## config.mk

```make
export PLATFORM = sky130hd
export DESIGN_NAME = strided_tensor_copy_address_gen_flat
export DESIGN_NICKNAME = d
export VERILOG_FILES = /design/src/sv/stcag_pkg.sv /design/src/sv/stcag_req_if.sv /design/src/sv/stcag_rsp_if.sv /design/src/sv/strided_tensor_copy_address_gen.sv /design/src/flat_wrapper.sv
export SDC_FILE = /design/constraint.sdc
export NUM_CORES = 2
export LEC_CHECK = 0
export ABC_CLOCK_PERIOD_IN_PS = 30500
export BUFFER_PORTS_ARGS = -buffer_cell sky130_fd_sc_hd__buf_2
export CORE_UTILIZATION = 35
export CTS_BUF_LIST = sky130_fd_sc_hd__clkbuf_16
export CTS_CLUSTER_SIZE = 24
export DETAILED_ROUTE_END_ITERATION = 10
export GPL_TIMING_DRIVEN = 0
export PLACE_DENSITY_LB_ADDON = 0.05
export SYNTH_ARGS = -nofsm -noshare
export SYNTH_HDL_FRONTEND = slang
export SYNTH_SLANG_ARGS = --single-unit
export TNS_END_PERCENT = 50
```

## constraint.sdc

```tcl
create_clock -name clock -period 30.5 [get_ports clock]
set_clock_uncertainty 0.05 [all_clocks]
set_input_delay 3.05 -clock clock [delete_from_list [all_inputs] [get_ports clock]]
set_output_delay 3.05 -clock clock [all_outputs]
set_load 0.01 [all_outputs]
```

## src/sv/stcag_pkg.sv

```systemverilog
// shared constants and register codes for the strided tensor copy address generator
package stcag_pkg;

   localparam int MAX_DIMS_DEFAULT  = 4;
   localparam int DIM_BITS_DEFAULT  = 16;
   localparam int ADDR_BITS_DEFAULT = 32;

   localparam int CSR_DATA_BITS  = 64;
   localparam int CSR_INDEX_BITS = 3;
   localparam int SHAPE_BITS     = 64;
   localparam int BASE_BITS      = 32;
   localparam int DIMS_CFG_BITS  = 3;

   localparam logic MODE_GATHER = 1'b0;

   typedef enum logic [CSR_INDEX_BITS-1:0] {
      CSR_MODE          = 3'd0,
      CSR_DIMS_IN_USE   = 3'd1,
      CSR_SHAPE_SIZES   = 3'd2,
      CSR_STRIDED_STEPS = 3'd3,
      CSR_BASE_OFFSET   = 3'd4
   } csr_index_type;

endpackage

```

## src/sv/stcag_req_if.sv

```systemverilog
// request channel: one advance request per transfer
interface stcag_req_if;
   logic valid;
   logic ready;
   logic restart;

   modport source (output valid, output restart, input ready);
   modport sink (input valid, input restart, output ready);
endinterface

```

## src/sv/stcag_rsp_if.sv

```systemverilog
// response channel: one source and destination address pair per transfer
interface stcag_rsp_if #(
   parameter int ADDR_BITS = stcag_pkg::ADDR_BITS_DEFAULT
);
   logic                 valid;
   logic                 ready;
   logic [ADDR_BITS-1:0] src_address;
   logic [ADDR_BITS-1:0] dst_address;
   logic                 last_element;
   logic                 no_transfer;

   modport source (output valid, output src_address, output dst_address,
                   output last_element, output no_transfer, input ready);
   modport sink (input valid, input src_address, input dst_address,
                 input last_element, input no_transfer, output ready);
endinterface

```

## src/sv/strided_tensor_copy_address_gen.sv

```systemverilog
// strided tensor copy address generator top level
//
// Each transfer on req_ch asks for the next element of an odometer walk over
// an N-dimensional tensor; each yields one transfer on rsp_ch carrying the
// source and destination element addresses, a last-element mark and a
// no-transfer flag for zero-sized shapes. restart=1 begins the walk again.
// The strided address and the compact address are kept as running registers
// updated by one add each, so a request is taken every cycle when neither
// setup nor a full output buffer stalls it, and its result is registered.
// The csr port writes mode, dimension count, shape, strides and base offset;
// any write to a known register ends the current walk.
// After reset and after each register write a setup sequencer forms the
// element count and per-dimension address deltas, a multiply and an
// accumulate step per dimension; req_ch.ready stays low meanwhile.
// Results go through a two-entry output buffer: a request is still taken
// while one result waits, and outside setup req_ch.ready drops only when both
// entries are held by a stalled receiver.
module strided_tensor_copy_address_gen #(
   parameter int MAX_DIMS  = stcag_pkg::MAX_DIMS_DEFAULT,
   parameter int DIM_BITS  = stcag_pkg::DIM_BITS_DEFAULT,
   parameter int ADDR_BITS = stcag_pkg::ADDR_BITS_DEFAULT
) (
   input  logic                                 clock,
   input  logic                                 reset,
   stcag_req_if.sink                            req_ch,
   stcag_rsp_if.source                          rsp_ch,
   input  logic                                 csr_write_enable,
   input  logic [stcag_pkg::CSR_INDEX_BITS-1:0] csr_index,
   input  logic [stcag_pkg::CSR_DATA_BITS-1:0]  csr_write_data
);

   localparam int DCNT_W   = $clog2(MAX_DIMS + 1);
   localparam int DIDX_W   = (MAX_DIMS > 1) ? $clog2(MAX_DIMS) : 1;
   localparam int PAD_W    = MAX_DIMS * DIM_BITS + stcag_pkg::SHAPE_BITS;
   localparam int SEQ_LAST = 2 * MAX_DIMS;
   localparam int SEQ_DONE = 2 * MAX_DIMS + 1;
   localparam int SEQ_W    = $clog2(2 * MAX_DIMS + 2);
   localparam int MUL_W    = ADDR_BITS + DIM_BITS;

   typedef struct packed {
      logic [ADDR_BITS-1:0] src_address;
      logic [ADDR_BITS-1:0] dst_address;
      logic                 last_element;
      logic                 no_transfer;
   } rsp_item_type;

   // configuration registers
   logic                                       mode_ff;
   logic [stcag_pkg::DIMS_CFG_BITS-1:0]        dims_ff;
   logic [stcag_pkg::SHAPE_BITS-1:0]           shape_ff;
   logic [stcag_pkg::SHAPE_BITS-1:0]           strides_ff;
   logic [stcag_pkg::BASE_BITS-1:0]            base_ff;
   logic                                       csr_hit;

   // decoded configuration
   logic [PAD_W-1:0]    shape_pad;
   logic [PAD_W-1:0]    strides_pad;
   logic [DIM_BITS-1:0] size_w   [MAX_DIMS];
   logic [DIM_BITS-1:0] top_w    [MAX_DIMS];
   logic [DIM_BITS-1:0] stride_w [MAX_DIMS];
   logic [DCNT_W-1:0]   ud;
   logic                zero_any;

   // setup sequencer
   logic [SEQ_W-1:0]     seq_ff;
   logic [DIDX_W-1:0]    seq_j;
   logic                 seq_used;
   logic                 busy;
   logic [MUL_W-1:0]     cnt_mul;
   logic [MUL_W-1:0]     top_mul;
   logic [ADDR_BITS-1:0] prod_cnt_ff;
   logic [ADDR_BITS-1:0] prod_top_ff;
   logic [ADDR_BITS-1:0] count_ff;
   logic [ADDR_BITS-1:0] suffix_ff;
   logic [ADDR_BITS-1:0] delta_ff [MAX_DIMS];
   logic [ADDR_BITS-1:0] start_ff;
   logic [ADDR_BITS-1:0] count_m1_ff;

   // walk state
   logic                 walk_active_ff;
   logic                 walk_active_in;
   logic [DIM_BITS-1:0]  idx_ff  [MAX_DIMS];
   logic [DIM_BITS-1:0]  idx_in  [MAX_DIMS];
   logic [DIM_BITS-1:0]  cur_idx [MAX_DIMS];
   logic [ADDR_BITS-1:0] str_ff;
   logic [ADDR_BITS-1:0] str_in;
   logic [ADDR_BITS-1:0] cmp_ff;
   logic [ADDR_BITS-1:0] cmp_in;
   logic [ADDR_BITS-1:0] cur_str;
   logic [ADDR_BITS-1:0] cur_cmp;
   logic                 start;
   logic                 last;
   logic [DIDX_W-1:0]    bj;
   logic                 fire;
   rsp_item_type         new_item;

   // output buffer
   rsp_item_type head_ff;
   rsp_item_type head_in;
   rsp_item_type tail_ff;
   rsp_item_type tail_in;
   logic         head_v_ff;
   logic         head_v_in;
   logic         tail_v_ff;
   logic         tail_v_in;
   logic         pop;

   assign csr_hit = csr_write_enable &&
                    (csr_index inside {[stcag_pkg::CSR_MODE:stcag_pkg::CSR_BASE_OFFSET]});

   always_ff @(posedge clock) begin
      if (reset) begin
         mode_ff    <= stcag_pkg::MODE_GATHER;
         dims_ff    <= stcag_pkg::DIMS_CFG_BITS'(1);
         shape_ff   <= '0;
         strides_ff <= '0;
         base_ff    <= '0;
      end else if (csr_write_enable) begin
         case (csr_index)
            stcag_pkg::CSR_MODE:          mode_ff    <= csr_write_data[0];
            stcag_pkg::CSR_DIMS_IN_USE:
               dims_ff <= csr_write_data[stcag_pkg::DIMS_CFG_BITS-1:0];
            stcag_pkg::CSR_SHAPE_SIZES:   shape_ff   <= csr_write_data;
            stcag_pkg::CSR_STRIDED_STEPS: strides_ff <= csr_write_data;
            stcag_pkg::CSR_BASE_OFFSET:
               base_ff <= csr_write_data[stcag_pkg::BASE_BITS-1:0];
            default: ;
         endcase
      end
   end

   // field extraction, fields past bit 63 read as zero
   always_comb begin
      shape_pad   = {{(PAD_W - stcag_pkg::SHAPE_BITS){1'b0}}, shape_ff};
      strides_pad = {{(PAD_W - stcag_pkg::SHAPE_BITS){1'b0}}, strides_ff};
      for (int i = 0; i < MAX_DIMS; i++) begin
         size_w[i]   = shape_pad[(MAX_DIMS - 1 - i) * DIM_BITS +: DIM_BITS];
         stride_w[i] = strides_pad[(MAX_DIMS - 1 - i) * DIM_BITS +: DIM_BITS];
         top_w[i]    = size_w[i] - DIM_BITS'(1);
      end
   end

   always_comb begin
      if (dims_ff == '0) begin
         ud = DCNT_W'(1);
      end else if (int'(dims_ff) > MAX_DIMS) begin
         ud = DCNT_W'(MAX_DIMS);
      end else begin
         ud = DCNT_W'(dims_ff);
      end
   end

   always_comb begin
      zero_any = 1'b0;
      for (int i = 0; i < MAX_DIMS; i++) begin
         if (i < ud && size_w[i] == '0) begin
            zero_any = 1'b1;
         end
      end
   end

   // setup: a multiply step and an accumulate step per dimension, innermost first, then the start address
   assign busy     = (seq_ff != SEQ_W'(SEQ_DONE));
   assign seq_j    = DIDX_W'(MAX_DIMS - 1) - seq_ff[DIDX_W:1];
   assign seq_used = (seq_j < ud);
   assign cnt_mul  = MUL_W'(count_ff) * MUL_W'(size_w[seq_j]);
   assign top_mul  = MUL_W'(top_w[seq_j]) * MUL_W'(stride_w[seq_j]);

   always_ff @(posedge clock) begin
      if (reset || csr_hit) begin
         seq_ff    <= '0;
         count_ff  <= ADDR_BITS'(1);
         suffix_ff <= '0;
      end else if (busy) begin
         seq_ff <= seq_ff + SEQ_W'(1);
         if (seq_ff == SEQ_W'(SEQ_LAST)) begin
            start_ff    <= ADDR_BITS'(base_ff) + suffix_ff;
            count_m1_ff <= count_ff - ADDR_BITS'(1);
         end else if (!seq_ff[0]) begin
            prod_cnt_ff <= cnt_mul[ADDR_BITS-1:0];
            prod_top_ff <= top_mul[ADDR_BITS-1:0];
         end else if (seq_used) begin
            count_ff        <= prod_cnt_ff;
            suffix_ff       <= suffix_ff + prod_top_ff;
            delta_ff[seq_j] <= suffix_ff - ADDR_BITS'(stride_w[seq_j]);
         end
      end
   end

   // walk step
   assign fire  = req_ch.valid && req_ch.ready;
   assign start = req_ch.restart || !walk_active_ff;

   always_comb begin
      for (int i = 0; i < MAX_DIMS; i++) begin
         cur_idx[i] = start ? top_w[i] : idx_ff[i];
      end
      cur_str = start ? start_ff : str_ff;
      cur_cmp = start ? count_m1_ff : cmp_ff;

      last = 1'b1;
      bj   = '0;
      for (int i = 0; i < MAX_DIMS; i++) begin
         if (i < ud && cur_idx[i] != '0) begin
            last = 1'b0;
            bj   = DIDX_W'(i);
         end
      end

      for (int i = 0; i < MAX_DIMS; i++) begin
         if (i == bj) begin
            idx_in[i] = cur_idx[i] - DIM_BITS'(1);
         end else if (i > bj && i < ud) begin
            idx_in[i] = top_w[i];
         end else begin
            idx_in[i] = cur_idx[i];
         end
      end
      str_in = cur_str + delta_ff[bj];
      cmp_in = cur_cmp - ADDR_BITS'(1);

      walk_active_in = walk_active_ff;
      if (csr_hit) begin
         walk_active_in = 1'b0;
      end else if (fire) begin
         walk_active_in = !(zero_any || last);
      end

      if (zero_any) begin
         new_item = '{src_address: '0, dst_address: '0,
                      last_element: 1'b1, no_transfer: 1'b1};
      end else if (mode_ff == stcag_pkg::MODE_GATHER) begin
         new_item = '{src_address: cur_str, dst_address: cur_cmp,
                      last_element: last, no_transfer: 1'b0};
      end else begin
         new_item = '{src_address: cur_cmp, dst_address: cur_str,
                      last_element: last, no_transfer: 1'b0};
      end
   end

   always_ff @(posedge clock) begin
      if (reset) begin
         walk_active_ff <= 1'b0;
      end else begin
         walk_active_ff <= walk_active_in;
      end
   end

   always_ff @(posedge clock) begin
      if (fire && !zero_any && !last) begin
         idx_ff <= idx_in;
         str_ff <= str_in;
         cmp_ff <= cmp_in;
      end
   end

   // two-entry output buffer
   assign pop = head_v_ff && rsp_ch.ready;

   always_comb begin
      head_in   = head_ff;
      tail_in   = tail_ff;
      head_v_in = head_v_ff;
      tail_v_in = tail_v_ff;
      if (pop) begin
         head_in   = tail_ff;
         head_v_in = tail_v_ff;
         tail_v_in = 1'b0;
      end
      if (fire) begin
         if (!head_v_in) begin
            head_in   = new_item;
            head_v_in = 1'b1;
         end else begin
            tail_in   = new_item;
            tail_v_in = 1'b1;
         end
      end
   end

   always_ff @(posedge clock) begin
      if (reset) begin
         head_v_ff <= 1'b0;
         tail_v_ff <= 1'b0;
      end else begin
         head_v_ff <= head_v_in;
         tail_v_ff <= tail_v_in;
      end
   end

   always_ff @(posedge clock) begin
      head_ff <= head_in;
      tail_ff <= tail_in;
   end

   assign req_ch.ready        = !busy && !(head_v_ff && tail_v_ff);
   assign rsp_ch.valid        = head_v_ff;
   assign rsp_ch.src_address  = head_ff.src_address;
   assign rsp_ch.dst_address  = head_ff.dst_address;
   assign rsp_ch.last_element = head_ff.last_element;
   assign rsp_ch.no_transfer  = head_ff.no_transfer;

endmodule
```

## src/flat_wrapper.sv

```systemverilog
// flat-port wrapper written by rule: the top's interface ports become plain ports
module strided_tensor_copy_address_gen_flat 
#(
   parameter int MAX_DIMS  = stcag_pkg::MAX_DIMS_DEFAULT,
   parameter int DIM_BITS  = stcag_pkg::DIM_BITS_DEFAULT,
   parameter int ADDR_BITS = stcag_pkg::ADDR_BITS_DEFAULT
)
  (clock, reset, csr_write_enable, csr_index, csr_write_data, req_ch_valid, req_ch_restart, req_ch_ready, rsp_ch_valid, rsp_ch_src_address, rsp_ch_dst_address, rsp_ch_last_element, rsp_ch_no_transfer, rsp_ch_ready);
  stcag_req_if req_ch_i ();
  stcag_rsp_if #(.ADDR_BITS(ADDR_BITS)) rsp_ch_i ();
  input  logic clock;
  input  logic reset;
  input  logic csr_write_enable;
  input  logic [stcag_pkg::CSR_INDEX_BITS-1:0] csr_index;
  input  logic [stcag_pkg::CSR_DATA_BITS-1:0] csr_write_data;
  input wire logic [$bits(req_ch_i.valid)-1:0] req_ch_valid;
  input wire logic [$bits(req_ch_i.restart)-1:0] req_ch_restart;
  output wire logic [$bits(req_ch_i.ready)-1:0] req_ch_ready;
  output wire logic [$bits(rsp_ch_i.valid)-1:0] rsp_ch_valid;
  output wire logic [$bits(rsp_ch_i.src_address)-1:0] rsp_ch_src_address;
  output wire logic [$bits(rsp_ch_i.dst_address)-1:0] rsp_ch_dst_address;
  output wire logic [$bits(rsp_ch_i.last_element)-1:0] rsp_ch_last_element;
  output wire logic [$bits(rsp_ch_i.no_transfer)-1:0] rsp_ch_no_transfer;
  input wire logic [$bits(rsp_ch_i.ready)-1:0] rsp_ch_ready;
  assign req_ch_i.valid = req_ch_valid;
  assign req_ch_i.restart = req_ch_restart;
  assign req_ch_ready = req_ch_i.ready;
  assign rsp_ch_valid = rsp_ch_i.valid;
  assign rsp_ch_src_address = rsp_ch_i.src_address;
  assign rsp_ch_dst_address = rsp_ch_i.dst_address;
  assign rsp_ch_last_element = rsp_ch_i.last_element;
  assign rsp_ch_no_transfer = rsp_ch_i.no_transfer;
  assign rsp_ch_i.ready = rsp_ch_ready;
  strided_tensor_copy_address_gen #(.MAX_DIMS(MAX_DIMS), .DIM_BITS(DIM_BITS), .ADDR_BITS(ADDR_BITS)) u_core (.clock(clock), .reset(reset), .req_ch(req_ch_i), .rsp_ch(rsp_ch_i), .csr_write_enable(csr_write_enable), .csr_index(csr_index), .csr_write_data(csr_write_data));
endmodule
```

==> impl_metrics.yaml <==
routing:
  drt_wl_total_mm: 229
  via_per_inst: 5.31
  ant_nets: 0
  route.vias.total: 47316
  drc: 0
  firstDrtPassIters: 6
  wl_per_cell_um: 25.7
  drt-initial-drc-count: 3707
placed_design:
  port_buffers: 139
  dpl_cell_area_mm2: 0.0630
  dpl.hpwl_mm: 185
  place_congestion: 0.921
  pre_cts_slack_ns: 14.06
critical_path:
  cp_slowest_cell: "buf_1"
  critPathLaunch: "req_ch_restart"
  crit_path_end_kind: "register"
  worst-path-buf-inv: 12
  worstReg2RegEnd: "u_core.str_ff[31]"
  regToRegSetupSlack_ns: 16.73
  r2r_cells: 34
  critical_path_arrival_ns: 16.28
  slowest_delay_ns: 0.81
  endpoint: "u_core.str_ff[31]"
  crit_family: "buffers and inverters"
  cp_common_cell: "buf_2"
  start_kind: "primary input"
  cp_max_fo: 10
  required_ns: 30.91
  crit_type: "primary input to register"
  rr_startpoint: "u_core.walk_active_ff"
  path_depth: 35
floorplan:
  die_area_mm2: 0.170
  start_util_pct: 35.3
  die_w_um: 412
  die_h_um: 412
  ioPinCount: 141
  rows: 150
  core-area_mm2: 0.167
synthesis:
  synthMuxAreaShare_pct: 3.80
  synthTopCellsByCount: "1,153 x nand2_1, 634 x inv_1, 502 x fa_1, 450 x edfxtp_1, 409 x a21oi_1"
  synth-adder-area-share_pct: 23.2
  synth_compound_area_share_pct: 11.7
  seq_area_frac_synth_pct: 33.1
  yosysWarnings: 0
  synthMostInstantiatedCell: "nand2_1"
  yosys.area_share.simple_pct: 17.3
  synth.distinct_cells: 91
  synthCells: 6353
  synthArstFlopShare_pct: 0
  synth-edff-count: 450
  synth_top_area_cell: "edfxtp_1"
  synth_xor_xnor_area_share_pct: 4.62
  avgSynthCellArea_um2: 9.28
  synth-seq-cells: 751
  synthesis.nets: 7220
  synth_top_family_by_area: "adder cells"
  synth.area.top_cells: "edfxtp_1 23%, fa_1 17%, dfxtp_1 10%"
  syn_area_mm2: 0.0590
  synthFlopType: "edfxtp_1"
  netlist.area_leader.share_pct: 22.9
outcome:
  violations: "max-capacitance violations, max-slew violations"
  status: "finished, violations left"
min_path:
  hp-class: "register to register"
clocking:
  clk_latency_ns: 0.75
  cts_root_buf: "clkbuf_16"
  cts_buffers: 91
  htreeDepth: 3
  clk_pin_slew_worst_paths_ns: 0.06
  clk_path_buf_depth: 3
  postCtsSetupBuffers: 0
  clock-sinks: 751
  cts_hold_buf: 0
  cts_tree: "done"
  cts_resized: 0
sta:
  worst_pin_slew_ns: 1.49
  fin_tns_setup_ns: 0
  fin_crit_sh_pct: 52.0
  slew_viol_final: 1
  max_freq_mhz: 63.0
  finalHoldViolations: 0
  whs_ns: 0.404
  relSlewSlack_pct: -0.0892
  period_minus_slack_ns: 15.87
  rsz0062_at_grt: "false"
  setup_viol: 0
  layout_setup_ws_ns: 14.63
grt:
  grt-ovfl-total: 0
  grt_pass1_wl_mm: 330
  grt.total_usage_pct: 26.7
  grt_pass1_vias: 46966
  antenna_found_initial: 8
  grt_max_degree: 30
layout:
  multiInputGateArea_mm2: 0.0358
  ff_latch_area_mm2: 0.0195
  fillers: 16973
  area_growth_pct: 12.1
  fin_nets: 7492
  drive_gt1_share_pct: 6.64
  final_area_mm2: 0.0661
pwr:
  ir_worst_vdd_v: 0.000108
  power.leakage_nw: 26.8
  power_density_mw_per_mm2: 48.1
job:
  drv_cap: 2
cell usage in the layout (no fill, tap or decap), drive strengths merged, types with 10 or more instances in the layout:
cell	count
nor3	117
clkinv	43
nand3	62
o21a	49
fa	502
o21bai	30
or2	19
inv	655
dfxtp	301
a221oi	10
and2	230
ha	292
or4	20
nor3b	15
mux4	23
nand2b	50
o31ai	21
a21oi	409
and3	23
buf	232
mux2i	153
a21o	74
nand2	1154
nor2b	62
xnor2	192
xor2	119
or3	34
nand4	28
nor4	34
a31oi	50
edfxtp	450
a211oi	93
o21ai	223
nor2	351
mux2	17
o211a	26
o211ai	20
clkbuf	370
how the worst min path moves through the flow:
| stage | startpoint | end | slack, ns | depth (start not counted) |
|---|---|---|---|---|
| floorplan | u_core.stride_w[33] | u_core.stride_w[33] | 0.38 | 2 |
| global placement | u_core.stride_w[18] | u_core.stride_w[18] | 0.39 | 2 |
| detailed placement | u_core.stride_w[18] | u_core.stride_w[18] | 0.40 | 2 |
| CTS | u_core.stride_w[18] | u_core.stride_w[18] | 0.40 | 2 |
| global route | u_core.stride_w[18] | u_core.stride_w[18] | 0.41 | 2 |
| finish | u_core.stride_w[18] | u_core.stride_w[18] | 0.40 | 2 |
per-stage QoR:
step	std cells	total power, mW	utilization, %
floorplan	6353	1.74	-
global placement	8696	2.08	37.3
detailed placement	8736	2.08	37.7
CTS	8907	3.22	39.5
global route	8907	3.33	39.5
finish	8909	3.18	39.5
layout make-up:
type	instances	share of cell area, %
multi-input combinational	4638	54.2
clock inverter	76	1.09
sequential	751	29.5
tap	2204	4.17
antenna	2	0.00757
buffer	328	1.91
inverter	636	3.61
timing repair buffer	179	1.88
clock buffer	95	3.60
flip-flops by register name, summed over array words and instances, names as in the netlist, 64 cells and up:
register	flops
u_core.delta_ff	128
u_core.tail_ff	66
u_core.idx_ff	64
u_core.shape_ff	64
u_core.stride_w	64
cell families (layout without fill, tap and decap cells):
group | count (synthesis) | count (layout)
AND/OR/NAND/NOR | 2235 | 2235
AO/OA/AOI/OAI | 1105 | 1105
buffers and inverters | 964 | 1314
adder cells (fa/ha/maj) | 794 | 794
flip-flops | 751 | 751
XOR/XNOR | 311 | 311
multiplexers | 193 | 193
other | 0 | 2
layer usage:
metal / track usage, % / vias to the layer above / share of wire (%)
met3: 3.33 / 306 / 5.0
met1: 35.4 / 23805 / 44
met2: 45.0 / 1332 / 48
li1: - / 21869 / -
met5: 0 / - / 0.012
met4: 8.61 / 4 / 3.4
tightest hold or removal path: stages, from the launching register on:
cell and delay (ns):
dfxtp_1 0.31, nand2_1 0.05, a21oi_1 0.05
power breakdown:
group / internal [mW] / switching, mW / total [mW]
clock network: 0.633 / 0.495 / 1.13
logic: 0.307 / 0.590 / 0.897
registers: 1.14 / 0.0174 / 1.16
total: 2.08 / 1.10 / 3.18
No activity file was read; power rests on OpenSTA's default activity.
